--- src/sv/qrm_pkg.sv ---
// shared types and constants for the quaternion to rotation matrix core
package qrm_pkg;

  localparam int COMP_W  = 16;
  localparam int FRAC_B  = 14;
  localparam int N_W     = 2 * COMP_W;           // norm width, fits below 2^32
  localparam int V_W     = N_W + 1;              // partial remainder width
  localparam int Q_W     = FRAC_B + 2;           // integer bit, fraction bits, round bit
  localparam int N_STEP  = Q_W;                  // one divider stage per quotient bit
  localparam int N_ENTRY = 9;
  localparam logic signed [COMP_W-1:0] ONE = COMP_W'(1) << FRAC_B;

  // lane order matches row-major matrix order
  localparam int E00 = 0;
  localparam int E01 = 1;
  localparam int E02 = 2;
  localparam int E10 = 3;
  localparam int E11 = 4;
  localparam int E12 = 5;
  localparam int E20 = 6;
  localparam int E21 = 7;
  localparam int E22 = 8;

  typedef struct packed {
    logic signed [COMP_W-1:0] quat_x;
    logic signed [COMP_W-1:0] quat_y;
    logic signed [COMP_W-1:0] quat_z;
    logic signed [COMP_W-1:0] quat_w;
  } quat_t;

  typedef struct packed {
    logic signed [COMP_W-1:0] row0_col0;
    logic signed [COMP_W-1:0] row0_col1;
    logic signed [COMP_W-1:0] row0_col2;
    logic signed [COMP_W-1:0] row1_col0;
    logic signed [COMP_W-1:0] row1_col1;
    logic signed [COMP_W-1:0] row1_col2;
    logic signed [COMP_W-1:0] row2_col0;
    logic signed [COMP_W-1:0] row2_col1;
    logic signed [COMP_W-1:0] row2_col2;
    logic                     zero_norm;
  } matrix_t;

  typedef struct packed {
    logic        [N_W-1:0] xx;
    logic        [N_W-1:0] yy;
    logic        [N_W-1:0] zz;
    logic        [N_W-1:0] ww;
    logic signed [N_W-1:0] xy;
    logic signed [N_W-1:0] wz;
    logic signed [N_W-1:0] xz;
    logic signed [N_W-1:0] wy;
    logic signed [N_W-1:0] yz;
    logic signed [N_W-1:0] wx;
  } prod_t;

  typedef struct packed {
    logic [V_W-1:0] v;
    logic           neg;
    logic [Q_W-1:0] q;
  } lane_t;

  typedef struct packed {
    logic [N_W-1:0]              n;
    logic                        zero;
    lane_t [N_ENTRY-1:0]         lane;
  } word_t;

endpackage

--- src/sv/qrm_div_step.sv ---
// one restoring division stage, one quotient bit for all nine lanes
module qrm_div_step (
  input  logic           clk,
  input  logic           rst,
  input  logic           in_valid,
  input  qrm_pkg::word_t din,
  output logic           out_valid,
  output qrm_pkg::word_t dout
);
  import qrm_pkg::*;

  word_t          nxt;
  logic [V_W-1:0] rem;
  logic           bit_q;

  always_comb begin
    nxt   = din;
    rem   = '0;
    bit_q = 1'b0;
    for (int i = 0; i < N_ENTRY; i++) begin
      bit_q = (din.lane[i].v >= V_W'(din.n));
      rem   = bit_q ? (din.lane[i].v - V_W'(din.n)) : din.lane[i].v;
      // remainder stays below n, so doubling fits
      nxt.lane[i].v = {rem[N_W-1:0], 1'b0};
      nxt.lane[i].q = {din.lane[i].q[Q_W-2:0], bit_q};
    end
  end

  always_ff @(posedge clk) begin
    if (rst) begin
      out_valid <= 1'b0;
    end else begin
      out_valid <= in_valid;
    end
  end

  always_ff @(posedge clk) begin
    dout <= nxt;
  end

endmodule

--- config.mk ---
export PLATFORM = sky130hd
export DESIGN_NAME = qrm_div_step
export DESIGN_NICKNAME = d
export VERILOG_FILES = /design/src/sv/qrm_pkg.sv /design/src/sv/qrm_div_step.sv
export SDC_FILE = /design/constraint.sdc
export NUM_CORES = 1
export LEC_CHECK = 0
export ABC_AREA = 1
export BUFFER_PORTS_ARGS = -buffer_cell sky130_fd_sc_hd__buf_2
export CAP_MARGIN = 20
export CORE_AREA = 5 5 370 372
export DETAILED_ROUTE_END_ITERATION = 10
export DIE_AREA = 0 0 375 377
export HOLD_SLACK_MARGIN = 0.12
export PLACE_DENSITY_LB_ADDON = 0.05
export SLEW_MARGIN = 20
export SYNTH_ARGS = -nofsm -noshare
export SYNTH_HDL_FRONTEND = slang
export SYNTH_SLANG_ARGS = --single-unit
--- constraint.sdc ---
create_clock -name clk -period 1.8 [get_ports clk]
set_input_delay 0.36 -clock clk [delete_from_list [all_inputs] [get_ports clk]]
set_output_delay 0.36 -clock clk [all_outputs]
set_load 0.005 [all_outputs]
==> run_results.csv <==
group,metric,value,unit
finish,drive_gt1_share,30.60,%
critical_path,critical-path-slowest-cell,"ha_4",
clock_network,cts_made_buffers,61,
place,port_buffers,951,
synthesis,ys_warn_count,0,
synthesis,syn_area,36410,µm²
outcome,violations,"negative setup slack",
route,vias,46830,
finish,layout_commonest_cell,"nand2_1",
synthesis,syn_inst,6132,
place,gp_congestion,0.9605,
floorplan,core,133000,µm²
power,p_seq_share,29.6,%
floorplan,io-pin-count,970,
route,viasPerCell,4.419,
power,ir_drop,903.6,µV
clock_network,cts_buffer_depth,3,
route,dr.pass1.iters,5,
power,swShare,36.27,%
global_routing,grtUsageTotal,28.71,%
worst_hold_path,min_path_type,"in2reg",
global_routing,grt_pass1_wl,299900,µm
synthesis,ys.flop_type,"dfxtp_1",
power,p_sw,16.04,mW
finish,fin_nets,9535,
route,ant_nets,0,
synthesis,synth.distinct_cells,34,
floorplan,die_x,375,µm
place,place_ws,-1.013,ns
synthesis,synth_edf_count,0,
critical_path,required,2.42,ns
synthesis,synth_seq_area_share,26.12,%
power,finalPower,44.23,mW
clock_network,cts_num_sinks,475,
route,drc_errors,0,
place,hpwl,176500,µm
worst_hold_path,holdPathEnd,"dout[219]",
clock_network,clk_pin_slew,0.06,ns
finish,final_cell_mix,"nand2_1, buf_4, inv_1, buf_2, nand3_1",
global_routing,grt_pass1_vias,45910,
power,leakagePower,35.32,nW
critical_path,worst-path-buf-inv,6,
critical_path,slowest_delay,0.30,ns
critical_path,arrival,2.52,ns
timing,rsz0062_at_grt,"yes",
floorplan,dieArea,141400,µm²
timing,fmax,524.8,MHz
route,drt-initial-drc-count,2874,
global_routing,grt_max_degree,33,
global_routing,antenna_found_initial,72,
finish,area_growth,68.96,%
timing,finalSetupViolCount,90,
power,power_density,719.0,nW/µm²
clock_network,cts_tree,"yes",
critical_path,cp-startpoint,"din[458]",
worst_hold_path,min_path_cells,4,
synthesis,syn_avg_cell_area,5.937,µm²
worst_hold_path,holdCritStartpoint,"din[218]",
timing,maxSlewViolCount,0,
critical_path,crit_type,"in2reg",
critical_path,cp-start-kind,"primary input",
floorplan,die-height,377,µm
critical_path,cp_top_family,"buffers and inverters",
floorplan,num_rows,134,
route,wl_per_cell,20.20,µm
timing,worst_slack,-0.1054,ns
critical_path,cp_max_fo,12,
critical_path,cp_cell_sequence,"buf_2 -> clkinvlp_4 -> buf_12 -> ha_4 -> nand2_1 -> nor2_1 -> buf_4 -> nand3_1 -> nor2_1 -> nand2_1 -> nand2_2 -> nor2_4 -> nand2_4 -> buf_12 -> buf_16 -> nand2_1 -> nand2_1",
floorplan,initial_utilization,27.38,%
synthesis,async_reset_ff_share,0,%
route,drt_wl_total,214000,µm
finish,design_area,61510,µm²
outcome,outcome,"complete, but fails checks",
clock_network,cts-htree-levels,2,
synthesis,ys_ff_latch,475,
critical_path,cpMostUsedCell,"nand2_1",
power,p_int,28.19,mW
run,drv_cap,0,
global_routing,gr-total-overflow,0,
timing,fin_crit,1.905,ns
clock_network,root_buffer,"clkbuf_16",
timing,final-hold-violation-count,0,
place,dpl_cell_area,52730,µm²
timing,period_share,105.9,%
power,combPwrFrac,40.6,%
power,p_clk_share,29.8,%
critical_path,worstSetupEndpointType,"flip-flop",
area by class of cell:
class	instances	area, µm²
Fill cell	14250	71440
Tap cell	1768	2212
Clock inverter	28	395.4
Antenna cell	26	65.06
Inverter	1130	4265
Timing Repair Buffer	2640	19680
Multi-Input combinational cell	4444	23620
Clock buffer	85	1748
Sequential cell	475	9528
power groups by stage:
stage          logic (mW)  registers [mW]  clock network (mW)
6_report             18.0            13.1                13.2
5_1_grt              19.7            13.1                13.9
4_1_cts              17.5            13.1                13.5
3_5_place_dp         16.4            13.3                   0
3_3_place_gp         16.4            13.3                   0
2_1_floorplan        7.09            12.9                   0
timing repair:
action                                 CTS  global route
endpoints found under the hold margin  458             1
cloned                                   2             2
setup buffers                            3            12
hold buffers                           458             1
pin swaps                               11            20
setup endpoints to repair              272           295
gates resized for setup                134           238
state kept, by name, summed over array words and instances, names as in the netlist:
name       flops
dout         474
out_valid      1
how the worst max path moves through the flow:
stage           endpoint  slack, ns  cells after the start
5_1_grt        dout[244]      -0.13                     15
4_1_cts        dout[439]      -0.02                     14
3_3_place_gp   dout[319]      -1.00                     14
2_1_floorplan   dout[40]      -0.17                     14
6_report       dout[321]      -0.11                     17
3_5_place_dp   dout[319]      -1.01                     14
synthesized netlist by cell type (all sizes together), types with 43 or more instances:
master / instances / share of area (%)
buf: 87 / 1.7
and2: 43 / 0.74
nand3: 586 / 8.7
xor2: 116 / 2.8
a21oi: 180 / 2.5
nand3b: 70 / 1.5
ha: 288 / 9.9
nor2: 389 / 4.2
nand2: 2606 / 27
nor3: 83 / 1.2
inv: 1130 / 12
dfxtp: 475 / 26
tightest hold or removal path, stage by stage:
cell	delay, ns
buf_2	0.14
inv_1	0.10
buf_4	0.11
o21ai_1	0.06
cells by family after synthesis:
| logic type | Yosys count | synth area share, % |
|---|---|---|
| fa+ha+maj | 297 | 10.39 |
| other cells | 1 | 0.01030 |
| xor+xnor | 126 | 3.031 |
| flops | 475 | 26.12 |
| simple gates | 3798 | 44.02 |
| compound gates | 212 | 3.010 |
| buf+inv | 1223 | 13.41 |
metal layers:
metal	track usage [%]	part of all wire, %	wire [µm]	vias up
met5	0	0.047	100	-
met3	3.959	5.6	12000	289
met1	36.27	43	91740	21250
met4	10.82	4.3	9286	18
met2	49.68	47	100900	1308
li1	-	-	-	23960
through the flow:
step                      setup TNS (ns)  hold WS [ns]  instances  utilization [%]
after floorplan                   -41.47        0.3877       6140                -
after global placement           -239.91        0.4622       9979            39.66
after detailed placement         -243.93        0.4640       9979            39.66
after CTS                       -0.08781       -0.1023      10560            45.21
after global routing              -15.73        0.1470      10580            46.24
final                             -3.246        0.1458      10600            46.27
Note: power is estimated with default switching activity, not from simulation.
