<file path="src/sv/qrm_pkg.sv">
// shared types and constants for the quaternion to rotation matrix core
package qrm_pkg;

  localparam int COMP_W  = 16;
  localparam int FRAC_B  = 14;
  localparam int N_W     = 2 * COMP_W;           // norm width, fits below 2^32
  localparam int V_W     = N_W + 1;              // partial remainder width
  localparam int Q_W     = FRAC_B + 2;           // integer bit, fraction bits, round bit
  localparam int N_STEP  = Q_W;                  // one divider stage per quotient bit
  localparam int N_ENTRY = 9;
  localparam logic signed [COMP_W-1:0] ONE = COMP_W'(1) << FRAC_B;

  // lane order matches row-major matrix order
  localparam int E00 = 0;
  localparam int E01 = 1;
  localparam int E02 = 2;
  localparam int E10 = 3;
  localparam int E11 = 4;
  localparam int E12 = 5;
  localparam int E20 = 6;
  localparam int E21 = 7;
  localparam int E22 = 8;

  typedef struct packed {
    logic signed [COMP_W-1:0] quat_x;
    logic signed [COMP_W-1:0] quat_y;
    logic signed [COMP_W-1:0] quat_z;
    logic signed [COMP_W-1:0] quat_w;
  } quat_t;

  typedef struct packed {
    logic signed [COMP_W-1:0] row0_col0;
    logic signed [COMP_W-1:0] row0_col1;
    logic signed [COMP_W-1:0] row0_col2;
    logic signed [COMP_W-1:0] row1_col0;
    logic signed [COMP_W-1:0] row1_col1;
    logic signed [COMP_W-1:0] row1_col2;
    logic signed [COMP_W-1:0] row2_col0;
    logic signed [COMP_W-1:0] row2_col1;
    logic signed [COMP_W-1:0] row2_col2;
    logic                     zero_norm;
  } matrix_t;

  typedef struct packed {
    logic        [N_W-1:0] xx;
    logic        [N_W-1:0] yy;
    logic        [N_W-1:0] zz;
    logic        [N_W-1:0] ww;
    logic signed [N_W-1:0] xy;
    logic signed [N_W-1:0] wz;
    logic signed [N_W-1:0] xz;
    logic signed [N_W-1:0] wy;
    logic signed [N_W-1:0] yz;
    logic signed [N_W-1:0] wx;
  } prod_t;

  typedef struct packed {
    logic [V_W-1:0] v;
    logic           neg;
    logic [Q_W-1:0] q;
  } lane_t;

  typedef struct packed {
    logic [N_W-1:0]              n;
    logic                        zero;
    lane_t [N_ENTRY-1:0]         lane;
  } word_t;

endpackage

</file>
<file path="src/sv/qrm_numer.sv">
// stage two: norm and signed numerators of the nine entries
module qrm_numer (
  input  logic           clk,
  input  logic           rst,
  input  logic           in_valid,
  input  qrm_pkg::prod_t prod,
  output logic           out_valid,
  output qrm_pkg::word_t word
);
  import qrm_pkg::*;

  word_t word_next;

  function automatic lane_t diag_lane(input logic [N_W-1:0] a0, input logic [N_W-1:0] a1,
                                      input logic [N_W-1:0] b0, input logic [N_W-1:0] b1);
    logic [V_W-1:0] a;
    logic [V_W-1:0] b;
    lane_t          l;
    a = V_W'(a0) + V_W'(a1);
    b = V_W'(b0) + V_W'(b1);
    l.q = '0;
    if (a >= b) begin
      l.neg = 1'b0;
      l.v   = a - b;
    end else begin
      l.neg = 1'b1;
      l.v   = b - a;
    end
    return l;
  endfunction

  function automatic lane_t off_lane(input logic signed [N_W-1:0] p1,
                                     input logic signed [N_W-1:0] p2, input logic sub);
    logic signed [V_W-1:0] s;
    logic        [V_W-1:0] mag;
    lane_t                 l;
    s     = sub ? (V_W'(p1) - V_W'(p2)) : (V_W'(p1) + V_W'(p2));
    l.neg = s[V_W-1];
    mag   = l.neg ? V_W'(-s) : V_W'(s);
    l.v   = {mag[N_W-1:0], 1'b0};
    l.q   = '0;
    return l;
  endfunction

  always_comb begin
    word_next.n    = N_W'((V_W+1)'(prod.xx) + (V_W+1)'(prod.yy) +
                          (V_W+1)'(prod.zz) + (V_W+1)'(prod.ww));
    word_next.zero = (word_next.n == '0);
    word_next.lane[E00] = diag_lane(prod.ww, prod.xx, prod.yy, prod.zz);
    word_next.lane[E11] = diag_lane(prod.ww, prod.yy, prod.xx, prod.zz);
    word_next.lane[E22] = diag_lane(prod.ww, prod.zz, prod.xx, prod.yy);
    word_next.lane[E01] = off_lane(prod.xy, prod.wz, 1'b1);
    word_next.lane[E10] = off_lane(prod.xy, prod.wz, 1'b0);
    word_next.lane[E02] = off_lane(prod.xz, prod.wy, 1'b0);
    word_next.lane[E20] = off_lane(prod.xz, prod.wy, 1'b1);
    word_next.lane[E12] = off_lane(prod.yz, prod.wx, 1'b1);
    word_next.lane[E21] = off_lane(prod.yz, prod.wx, 1'b0);
  end

  always_ff @(posedge clk) begin
    if (rst) begin
      out_valid <= 1'b0;
    end else begin
      out_valid <= in_valid;
    end
  end

  always_ff @(posedge clk) begin
    word <= word_next;
  end

endmodule

</file>
<file path="config.mk">
export PLATFORM = sky130hd
export DESIGN_NAME = qrm_numer
export DESIGN_NICKNAME = d
export VERILOG_FILES = /design/src/sv/qrm_pkg.sv /design/src/sv/qrm_numer.sv
export SDC_FILE = /design/constraint.sdc
export NUM_CORES = 2
export LEC_CHECK = 0
export BUFFER_PORTS_ARGS = -buffer_cell sky130_fd_sc_hd__buf_2
export CORE_MARGIN = 2
export CORE_UTILIZATION = 36
export DETAILED_ROUTE_END_ITERATION = 10
export GPL_ROUTABILITY_DRIVEN = 0
export PLACE_DENSITY = 0.67
export SYNTH_ARGS = -nofsm -noshare
export SYNTH_HDL_FRONTEND = slang
export SYNTH_SLANG_ARGS = --single-unit
</file>
<file path="constraint.sdc">
create_clock -name clk -period 7.05 [get_ports clk]
set_clock_uncertainty 0.1 [all_clocks]
set_input_delay 0.705 -clock clk [delete_from_list [all_inputs] [get_ports clk]]
set_output_delay 0.705 -clock clk [all_outputs]
set_load 0.01 [all_outputs]
</file>
==> out/metrics.csv <==
stage,metric,value,unit
global_route,grt met2 use,42.1,%
route,ANT nets after route,0,
place,DP HPWL,141,mm
global_route,met1 Use GR,29.2,%
clock_network,CTS buffer count,42,
critical_path,Max Fanout on Critical Path,7,
yosys,cell area after synthesis,0.0454,mm^2
global_route,total track usage,24.6,%
critical_path,Worst EP arrival,7.19,ns
timing,Worst Tran Pin Value,1.06,ns
clock_network,clock transition at the registers of the reported paths,0.06,ns
final_layout,most frequent cells in the layout,"656 x buf_2, 621 x inv_1, 616 x ha_1, 545 x a21oi_1, 436 x xnor2_1",
final_layout,NumNets Final,7789,
timing,Period minus WS final,6.79,ns
timing,final setup fails,0,
critical_path,CP peak stage delay,0.52,ns
status,status,"finished, final reports clean",
global_route,antenna violations before repair,34,
clock_network,CTS tree,yes,
worst_hold_path,Tightest Hold Check Type,in2reg,
place,dpl cell area,0.0518,mm^2
route,DR vias/cell,5.50,
floorplanning,Die H,359,um
flow_run,maxcap violations,0,
final_layout,Finished Cell Area,0.0534,mm^2
pwr,Combinational Power Share,65.4,%
pwr,worst vdd ir,0.252,mV
floorplanning,Initial Utilization,36.2,%
floorplanning,full die area,0.129,mm^2
global_route,total grt overflow,0,
route,initial drt markers,4184,
pwr,Cell Pwr Density,297,mW/mm^2
critical_path,most frequent CP cell,buf_4,
yosys,Most used DFF post-synth,dfxtp_1,
clock_network,clk root buf,clkbuf_16,
global_route,vias in the first global route,43900,
yosys,Netlist cell types,110,
timing,Pins Over Slew Limit,0,
critical_path,Setup crit end kind,flip-flop,
timing,setup_tns,0,ns
critical_path,crit path kind,in2reg,
route,routed via count,46600,
pwr,Clk pwr share,15.0,%
timing,Hold Fails Final Rpt,0,
global_route,met3 usage,3.82,%
floorplanning,core area,0.125,mm^2
clock_network,maximum level of the CTS H-tree,2,
timing,fin crit share,96.4,%
yosys,"FFs w/ async S/R, synth",0,%
critical_path,data required time of the worst path,7.44,ns
global_route,global route hottest layer,met2,
route,Avg WL per Cell,19.6,um
yosys,sequential area share after synthesis,14.6,%
yosys,number of synthesized flops with an enable pin,0,
global_route,first-pass GRT wire length,252,mm
final_layout,"most common cell after layout, fill and taps aside",buf_2,
floorplanning,# rows,130,
timing,Max Freq,0.147,GHz
pwr,internal power,8.44,mW
route,DRT Pass-1 Iters,8,
yosys,Mapped Cells,5935,
route,Remaining DRCs,0,
clock_network,Max Buffers Root-to-Sink,3,
clock_network,hold_buf cts,0,
route,final wirelength,166,mm
timing,unrepaired setup endpoints after global routing,false,
critical_path,Critical Path Start Type,primary input,
yosys,yosys warns,0,
floorplanning,num ports,807,
global_route,largest net degree at the start of global routing,30,
yosys,register bit total from synthesis,331,
yosys,syn_area_per_cell,7.65,um^2
timing,max_slew headroom,29.2,%
clock_network,clock sinks,331,
pwr,NetSw,7.40,mW
pwr,Switching Share,46.7,%
pwr,Pleak,26.3,nW
final_layout,area delta synth->final,17.7,%
place,port bufs,656,
final_layout,share of layout cells above drive strength 1,17.2,%
pwr,Flop pwr share,19.6,%
critical_path,CP max-delay cell,or4b_1,
floorplanning,Die Span X,359,um
==> repair_timing <==
action / 4_1_cts / 5_1_grt
resized for setup: 1 / 24
pin swaps: 0 / 5
buffers inserted: 0 / 1
setup endpoints to repair: 1 / 37
==> critical path, delay by kind of cell <==
family	cells	cell delay, ns
fa+ha+maj	3	0.75
buf+inv	6	0.82
simple gates	8	1.81
mux	1	0.26
compound gates	13	2.82
==> per-layer routing <==
metal | vias to the layer above | part of all wire (%)
met5 | - | 0.011
met4 | 2 | 6.5
met3 | 452 | 7.6
met2 | 2202 | 46
met1 | 21700 | 40
li1 | 22200 | -
==> worst paths after layout <==
check  cells after the start      start                    to  slack, ns
min                        2        rst  out_valid$_SDFF_PP0_       0.15
max                       31  prod[192]      word[49]$_DFF_P_       0.26
==> per-stage QoR <==
| step | hold slack, ns | total power [mW] | worst slack, ns | instances | utilization, % |
|---|---|---|---|---|---|
| 6_report | 0.154 | 15.8 | 0.256 | 8471 | 42.6 |
| 3_3_place_gp | 0.764 | 13.3 | -0.618 | 8375 | 41.3 |
| 5_1_grt | 0.138 | 17.0 | 0.00769 | 8469 | 42.6 |
| 2_1_floorplan | 0.677 | 9.37 | 0.0212 | 6084 | - |
| 4_1_cts | 0.118 | 15.9 | 0.0951 | 8451 | 42.5 |
| 3_5_place_dp | 0.769 | 13.4 | -0.657 | 8375 | 41.3 |
==> state kept, by name, indices dropped and copies added (netlist names) <==
| register | cells |
|---|---|
| out_valid | 1 |
| word | 330 |
==> synthesized netlist by cell type, types with 123 or more instances <==
library cell  instances  area share [%]
buf_4               154             2.5
clkbuf_1            123             1.0
ha_1                616              17
nand2_1             313             2.6
inv_1               621             5.1
nor2_1              385             3.2
xor2_1              206             4.0
a21o_1              273             4.5
dfxtp_1             331              15
xnor2_1             436             8.4
a21oi_1             547             6.0
o21ai_0             299             3.3
==> layout make-up <==
| type | instances | area [um^2] |
|---|---|---|
| Antenna cell | 19 | 47.5 |
| Timing Repair Buffer | 975 | 5680 |
| Tap cell | 1650 | 2060 |
| Clock buffer | 47 | 1100 |
| Inverter | 630 | 2360 |
| Clock inverter | 29 | 382 |
| Fill cell | 12800 | 72000 |
| Multi-Input combinational cell | 4790 | 35100 |
| Sequential cell | 331 | 6630 |
==> power groups by stage <==
stage / Clock, mW / Sequential (mW) / Combinational [mW]
after global placement: 0 / 3.20 / 10.1
after detailed placement: 0 / 3.20 / 10.2
final: 2.38 / 3.11 / 10.4
after CTS: 2.46 / 3.17 / 10.3
after floorplan: 0 / 3.37 / 6.01
after global routing: 2.52 / 3.20 / 11.3
==> cells by family (layout without fill, tap and decap cells) <==
| kind of cell | count (synthesis) | count (layout) | synth area share, % |
|---|---|---|---|
| AND/OR/NAND/NOR | 1442 | 1442 | 15.9 |
| multiplexers | 45 | 45 | 1.03 |
| other | 1 | 169 | 0.00826 |
| XOR/XNOR | 643 | 643 | 12.4 |
| flip-flops | 331 | 331 | 14.6 |
| adder cells (fa/ha/maj) | 696 | 696 | 20.5 |
| buffers and inverters | 963 | 1681 | 9.41 |
| AO/OA/AOI/OAI | 1814 | 1814 | 26.1 |
Note: power is estimated with default switching activity, not from simulation.
